$ cat src/rtl/int64_to_float_convert_defines.svh
// Assertion macros for the int64 to float converter.
// Used by rtl/int64_to_float_convert.sv.
`ifndef INT64_TO_FLOAT_CONVERT_DEFINES_SVH
`define INT64_TO_FLOAT_CONVERT_DEFINES_SVH

// Implication checked on every rising clock edge outside reset.
`define ITF_ASSERT_IMPL(label, clk, rst, ante, cons, msg) \
  label: assert property (@(posedge clk) disable iff (rst) (ante) |-> (cons)) \
    else $error(msg);

// Next-cycle implication checked outside reset.
`define ITF_ASSERT_NEXT(label, clk, rst, ante, cons, msg) \
  label: assert property (@(posedge clk) disable iff (rst) (ante) |=> (cons)) \
    else $error(msg);

`endif

$ cat src/rtl/itf_pkg.sv
// Types and constants for the int64 to float converter.
// No dependencies.
package itf_pkg;

  typedef enum logic [1:0] {
    OP_S2D = 2'd0,
    OP_U2D = 2'd1,
    OP_S2F = 2'd2,
    OP_U2F = 2'd3
  } op_t;

  localparam int unsigned DBL_FRAC = 52;
  localparam int unsigned SGL_FRAC = 23;
  localparam logic [10:0] DBL_BIAS = 11'd1023;
  localparam logic [7:0]  SGL_BIAS = 8'd127;

  // Per-item control carried down the pipe.
  typedef struct packed {
    logic neg;
    logic single;
    logic zero;
  } itf_ctl_t;

endpackage

$ cat src/rtl/itf_lzc.sv
// Leading-zero count of a 64-bit word, as a 2-level tree over 8-bit groups.
// Uses nothing from the package.
module itf_lzc (
  input  logic [63:0] word,
  output logic [5:0]  count
);

  logic [7:0] grp_nz;
  logic [2:0] grp_lz [8];
  logic [2:0] top;

  always_comb begin
    for (int g = 0; g < 8; g++) begin
      grp_nz[g] = |word[g*8 +: 8];
      grp_lz[g] = 3'd0;
      for (int b = 0; b < 8; b++) begin
        if (word[g*8 + b]) grp_lz[g] = 3'(7 - b);
      end
    end
    top = 3'd0;
    for (int g = 0; g < 8; g++) begin
      if (grp_nz[g]) top = 3'(7 - g);
    end
    count = {top, grp_lz[3'(7) - top]};
  end

endmodule

$ cat src/rtl/int64_to_float_convert.sv
// Top level: 64-bit integer to binary64/binary32 converter, round to nearest even.
// Depends on itf_pkg, itf_lzc and int64_to_float_convert_defines.svh.
//
//  channel | signals               | direction
//  in      | in_valid, in_ready, op, int_bits | into block
//  out     | out_valid, out_ready, float_bits | out of block
//
// Four register stages: negate, leading-zero count, normalize shift, round/pack.
// One item per cycle when the output is not stalled.
// Reset clears the stage valid bits only; no other state.
// A stall on out_ready freezes the whole pipe; in_ready drops only when the
// last stage holds an item that is not taken.
`include "int64_to_float_convert_defines.svh"
module int64_to_float_convert (
  input  logic        clk,
  input  logic        rst,
  input  logic        in_valid,
  output logic        in_ready,
  input  logic [1:0]  op,
  input  logic [63:0] int_bits,
  output logic        out_valid,
  input  logic        out_ready,
  output logic [63:0] float_bits
);
  import itf_pkg::*;

  logic adv;
  assign adv = ~out_valid | out_ready;
  assign in_ready = adv;

  // stage 1: magnitude
  logic        v1;
  itf_ctl_t    c1;
  logic [63:0] mag1;
  // stage 2: leading zeros
  logic        v2;
  itf_ctl_t    c2;
  logic [63:0] mag2;
  logic [5:0]  lz2;
  // stage 3: normalized word, msb at bit 63
  logic        v3;
  itf_ctl_t    c3;
  logic [63:0] norm3;
  logic [5:0]  lz3;
  // stage 4: packed result
  logic        v4;
  logic [63:0] res4;

  // round and pack from the normalized word
  logic [63:0] res_c;
  logic [52:0] dsig;
  logic [53:0] dsum;
  logic        dinc;
  logic [10:0] dexp;
  logic [23:0] ssig;
  logic [24:0] ssum;
  logic        sinc;
  logic [7:0]  sexp;
  logic [6:0]  msb;

  logic c4_single_seen;

  op_t in_op;
  logic in_neg;
  assign in_op  = op_t'(op);
  assign in_neg = (in_op == OP_S2D || in_op == OP_S2F) && int_bits[63];

  logic [5:0] lz_c;
  itf_lzc u_lzc (.word(mag1), .count(lz_c));

  always_ff @(posedge clk) begin
    if (rst) begin
      v1 <= 1'b0;
      v2 <= 1'b0;
      v3 <= 1'b0;
      v4 <= 1'b0;
    end else if (adv) begin
      v1 <= in_valid;
      v2 <= v1;
      v3 <= v2;
      v4 <= v3;
    end
  end

  always_ff @(posedge clk) begin
    if (adv) begin
      c1.neg    <= in_neg;
      c1.single <= (in_op == OP_S2F || in_op == OP_U2F);
      c1.zero   <= (int_bits == 64'd0);
      mag1      <= in_neg ? (64'd0 - int_bits) : int_bits;
      c2   <= c1;
      mag2 <= mag1;
      lz2  <= lz_c;
      c3    <= c2;
      norm3 <= mag2 << lz2;
      lz3   <= lz2;
      res4  <= res_c;
    end
  end

  always_comb begin
    msb  = 7'd63 - {1'b0, lz3};
    dsig = norm3[63:11];
    dinc = norm3[10] & ((|norm3[9:0]) | norm3[11]);
    dsum = {1'b0, dsig} + {53'd0, dinc};
    dexp = DBL_BIAS + {4'd0, msb} + {10'd0, dsum[53]};
    ssig = norm3[63:40];
    sinc = norm3[39] & ((|norm3[38:0]) | norm3[40]);
    ssum = {1'b0, ssig} + {24'd0, sinc};
    sexp = SGL_BIAS + {1'b0, msb} + {7'd0, ssum[24]};
    if (c3.zero) begin
      res_c = 64'd0;
    end else if (c3.single) begin
      // on carry the fraction is all zero either way
      res_c = {32'd0, c3.neg, sexp, ssum[22:0]};
    end else begin
      res_c = {c3.neg, dexp, dsum[51:0]};
    end
  end

  assign out_valid  = v4;
  assign float_bits = res4;

  always_ff @(posedge clk) begin
    if (adv) c4_single_seen <= c3.single & ~c3.zero;
  end

  `ITF_ASSERT_IMPL(a_single_upper_zero, clk, rst, out_valid && c4_single_seen, float_bits[63:32] == 32'd0, "single result has nonzero upper bits")
  `ITF_ASSERT_NEXT(a_stall_holds, clk, rst, out_valid && !out_ready, out_valid && $stable(float_bits), "stalled result changed")
  `ITF_ASSERT_IMPL(a_norm_msb, clk, rst, v3 && !c3.zero, norm3[63], "normalized word lacks leading one")

endmodule

$ cat config.mk
export PLATFORM = sky130hd
export DESIGN_NAME = int64_to_float_convert
export DESIGN_NICKNAME = d
export VERILOG_FILES = /design/src/rtl/itf_pkg.sv /design/src/rtl/itf_lzc.sv /design/src/rtl/int64_to_float_convert.sv
export VERILOG_INCLUDE_DIRS = /design/src /design/src/rtl
export SDC_FILE = /design/constraint.sdc
export NUM_CORES = 1
export LEC_CHECK = 0
export BUFFER_PORTS_ARGS = -buffer_cell sky130_fd_sc_hd__buf_2
export CAP_MARGIN = 30
export CORE_MARGIN = 8
export CORE_UTILIZATION = 63
export CTS_CLUSTER_SIZE = 28
export DETAILED_ROUTE_END_ITERATION = 8
export GPL_TIMING_DRIVEN = 0
export PLACE_DENSITY_LB_ADDON = 0.25
export SYNTH_ARGS = -nofsm -noshare
export SYNTH_HDL_FRONTEND = slang
export SYNTH_HIERARCHICAL = 1
export SYNTH_SLANG_ARGS = --single-unit
$ cat constraint.sdc
create_clock -name clk -period 32.3 [get_ports clk]
set_input_delay 6.46 -clock clk [delete_from_list [all_inputs] [get_ports clk]]
set_output_delay 6.46 -clock clk [all_outputs]
set_load 0.05 [all_outputs]
# [Yosys cells after proc, flatten, opt, wreduce, memory -nomap -nowiden]
# Index checks and enable logic that the tools add are counted.
[word_totals] register_bits=281 output_inout_bits=66
[op_classes] addsub=9 order_cmp=1 eq_ne=2 shift=1 n_mux=77 n_bitwise=7 reduce_logical=16
[ops] operator="two-way mux 3 bit" count=74
[ops] operator="zero test 64 bit" count=1
[ops] operator="two-way mux 64 bit" count=1
[ops] operator="OR reduction 8 bit" count=8
[ops] operator="<< shifter 64 x 6 -> 64 bit" count=1
[ops] operator="subtractor 1 x 64 -> 64 bit (first input constant)" count=1
[ops] operator="adder 53 x 1 -> 54 bit" count=1
[ops] operator="OR reduction 39 bit" count=1
[ops] operator="two-way mux 32 bit" count=1
[ops] operator="adder 24 x 1 -> 25 bit" count=1
[ops] operator="adder 10 x 7 -> 11 bit (first input constant)" count=1
[ops] operator="adder 11 x 1 -> 11 bit" count=1
[ops] operator="OR reduction 10 bit" count=1
[ops] operator="binary-select mux 3 bit (select 3 bit)" count=1
[ops] operator="adder 7 x 7 -> 8 bit (first input constant)" count=1
[ops] operator="adder 8 x 1 -> 8 bit" count=1
[ops] operator="subtractor 6 x 6 -> 7 bit (first input constant)" count=1
[ops] operator="equality test 2 bit (second input constant)" count=2
[ops] operator=">= comparator 4 bit (second input constant)" count=1
[ops] operator="NOT 3 -> 4 bit" count=1
[ops] operator="OR 1 bit" count=3
[ops] operator="subtractor 3 bit (first input constant)" count=1
[ops] operator="bitwise AND 1 bit" count=2
[ops] operator="zero test 2 bit" count=1
[ops] operator="4 further kinds" count=5

# [Logic depth before layout (Yosys ltp)]
[depth] ltp_word=14 ltp_mapped=12

# [Hierarchy]
# The synthesis kept the hierarchy.
[by_module_without_submodules] mod="int64_to_float_convert" instances=1 cells_each=1458 area_each_um2=16891.2
[by_module_without_submodules] mod="itf_lzc" instances=1 cells_each=148 area_each_um2=943.4

# [Least setup slack after synthesis]
# Ideal clock, no wire load.
[synth_path] path_kind="input -> output" from="input out_ready" to="output in_ready" t_arrival_ps=14579 required_time_ps=25840 slack_ps=11261 cell_stages=2 path_buffers=1 cell_sequence="nand2b_1 clkbuf_1"
[synth_between] elab_chain_cells=1
[synth_rtl] item="from (decl)" line_no="int64_to_float_convert.sv:22" source="input logic out_ready,"
[synth_rtl] item="OR 1 bit" line_no="int64_to_float_convert.sv:28" source="assign adv = ~out_valid | out_ready;"
[synth_rtl] item="to (decl)" line_no="int64_to_float_convert.sv:18" source="output logic in_ready,"
# Every way passes these cells.

# [Worst setup path in the final report]
# Same ends and word-level chain as after synthesis.

==> results_dict.tcl <==
set metrics [dict create \
    worst_pin_slew_ns 1.040 \
    startpoint_type "input pin" \
    die_h_um 184.3 \
    cts.clk_slew.worst_paths_ns 0.06 \
    pwr-share-seq_pct 43.2 \
    synth-edff-count 277 \
    holdWs_ns 0.4139 \
    start_util_pct 64.02 \
    drtIter0Drc 1857 \
    cts-root-buf "clkbuf_16" \
    first_pass_iters 5 \
    syn_to_final_growth_pct 12.38 \
    gr-total-overflow 0 \
    hold_violations 0 \
    syn_nets 1683 \
    sw_frac_of_total_pct 35.83 \
    fin_nets 1855 \
    max-vdd-ir-drop_mv 0.03498 \
    outcome "complete, no violations" \
    p_leak_nw 7.299 \
    critPathMaxStageDelay_ns 0.75 \
    coreArea_um2 27860 \
    grt_max_degree 74 \
    io_buffer_count 133 \
    cts_buffer_depth 3 \
    synth_most_common_cell "edfxtp_1" \
    synth_warnings 6 \
    crit_required_ns 25.84 \
    h-tree-depth 1 \
    cp_max_fo 73 \
    p_switching_mw 0.4448 \
    setup_violations 0 \
    antenna_left 0 \
    grt_pass1_wl_um 92340 \
    relSlewSlack_pct 30.64 \
    antenna_cells 0 \
    final_core_util_pct 71.94 \
    ios 136 \
    cts_buffers 29 \
    synth_top_area_cell "edfxtp_1" \
    hold_class "reg2reg" \
    avgSynthCellArea_um2 11.10 \
    endpoint_kind "output pin" \
    finClkSkew_ns 0.01252 \
    seq_area_frac_synth_pct 47.09 \
    track_usage_pct 35.85 \
    crit_top_cell "buf_2" \
    ys_types 86 \
    antenna_found_initial 2 \
    ctsResizeCount 0 \
    slew_violations 0 \
    rsz0062_at_grt "no" \
    final_area_um2 20040 \
    dieArea_um2 33950 \
    fin_tns_setup_ns 0 \
    synth_seq_cells 281 \
    clockPowerShare_pct 27.3 \
    routedWlPerCell_um 28.55 \
    detailed_place_hpwl_um 46450 \
    crit_chain "buf_2 -> nand2b_1 -> clkbuf_4 -> buf_16 -> buf_2" \
    post_cts_buffers 0 \
    drv_cap 0 \
    finalCriticalPeriod_ns 14.66 \
    gp_congestion 1.043 \
    rows 61 \
    p_int_mw 0.7966 \
    synth_common_cells "edfxtp_1 (277), nor2_1 (147), nand2_1 (93)" \
    cts_tree "done" \
    die_w_um 184.3 \
    synth_area_leaders "edfxtp_1 (47%), mux4_2 (8.6%), mux2i_1 (3.3%)" \
    cts.sinks 281 \
    powerDensity_nw_per_um2 61.94 \
    drive_above_1_share_pct 19.06 \
    worst-setup-path-type "in2out" \
    placed_area_um2 19070 \
    syn_inst 1606 \
    pwr-share-comb_pct 29.4 \
    critPathArrivalTime_ns 8.20 \
    crit_slowest_cell "clkbuf_4" \
    clk_latency_ns 0.55 \
    synth_top_area_share_pct 46.64 \
    synth-async-reset-ratio_pct 0 \
    fin_crit_sh_pct 45.39 \
    viasPerCell 7.190 \
    vias 15660 \
    cts_hold_buf 0 \
    drc 0 \
    wl_um 62180 \
    ys.flop_type "edfxtp_1" \
    total_power_mw 1.241 \
    netlist_area_um2 17830 \
    fmax_mhz 68.20 \
    grt_pass1_vias 15470 \
]
worst paths after layout:
kind                          from  depth (start not counted)                   to  slack (ns)
setup / recovery         out_ready                          5             in_ready       17.64
hold / removal     c2[1]$_DFFE_PP_                          0      c3[1]$_DFFE_PP_        0.41
setup reg to reg  lz2[2]$_DFFE_PP_                          8  norm3[60]$_DFFE_PP_       28.09
hold reg to reg    c2[1]$_DFFE_PP_                          0      c3[1]$_DFFE_PP_        0.41
registers in the layout (all words and copies together), names as in the netlist, 3 cells and up:
register    flops
float_bits     64
mag1           64
mag2           64
norm3          64
lz2             6
lz3             6
c1              3
c2              3
c3              3
routing by layer:
layer  global-route usage [%]  up-vias  wire length (um)
met1                    38.68     7293             20390
met2                    61.17     1356             29820
met5                        0        -                34
met4                    29.82        4              5962
met3                    6.320      360              5970
li1                         -     6647                 -
area by class of cell:
| cell class | count | area (um^2) |
|---|---|---|
| Fill cell | 1818 | 7816 |
| Inverter | 40 | 155.1 |
| Timing Repair Buffer | 141 | 778.2 |
| Multi-Input combinational cell | 1180 | 8856 |
| Clock buffer | 31 | 733.2 |
| Tap cell | 378 | 473.0 |
| Sequential cell | 281 | 8398 |
| Buffer | 105 | 429.2 |
| Clock inverter | 22 | 219.0 |
cells in the final DEF (no fill, tap or decap), types with 16 or more instances in the layout:
cell	count
nand3_1	43
mux4_2	68
inv_1	35
nor3_1	50
o21ai_0	46
clkbuf_1	82
o211ai_1	16
nor2_1	147
a21oi_1	79
a31oi_1	17
nand2_1	93
nand2b_1	19
nor4_1	37
a211oi_1	27
mux2i_1	58
nand4_1	37
mux2_2	37
clkbuf_16	29
or3_1	33
xor2_1	66
edfxtp_1	277
o22ai_1	22
buf_2	152
xnor2_1	46
and2_1	23
worst max-delay path, delay by kind of cell:
kind,cells,cell delay (ns)
AND/OR/NAND/NOR,1,0.10
buffers and inverters,4,1.54
cell families (layout without fill, tap and decap cells):
| logic type | after synthesis | in the layout | share of synthesized area [%] |
|---|---|---|---|
| flops | 281 | 281 | 47.09 |
| mux | 163 | 163 | 14.18 |
| fa+ha+maj | 7 | 7 | 0.4911 |
| xor+xnor | 112 | 112 | 5.500 |
| buf+inv | 145 | 339 | 3.255 |
| simple gates | 558 | 558 | 16.30 |
| compound gates | 340 | 340 | 13.19 |
power groups by stage:
stage / clock, mW / sequential, mW / combinational (mW)
floorplan: 0 / 0.581 / 0.184
finish: 0.339 / 0.536 / 0.366
global route: 0.353 / 0.541 / 0.380
detailed placement: 0 / 0.539 / 0.350
global placement: 0 / 0.535 / 0.346
CTS: 0.340 / 0.532 / 0.353
metrics by stage:
stage	worst slack, ns	instances
after global routing	17.49	2178
after floorplan	11.26	1606
after detailed placement	17.64	2121
final	17.64	2178
after CTS	17.63	2174
after global placement	8.513	2117
(Power assumes the default switching activity.)
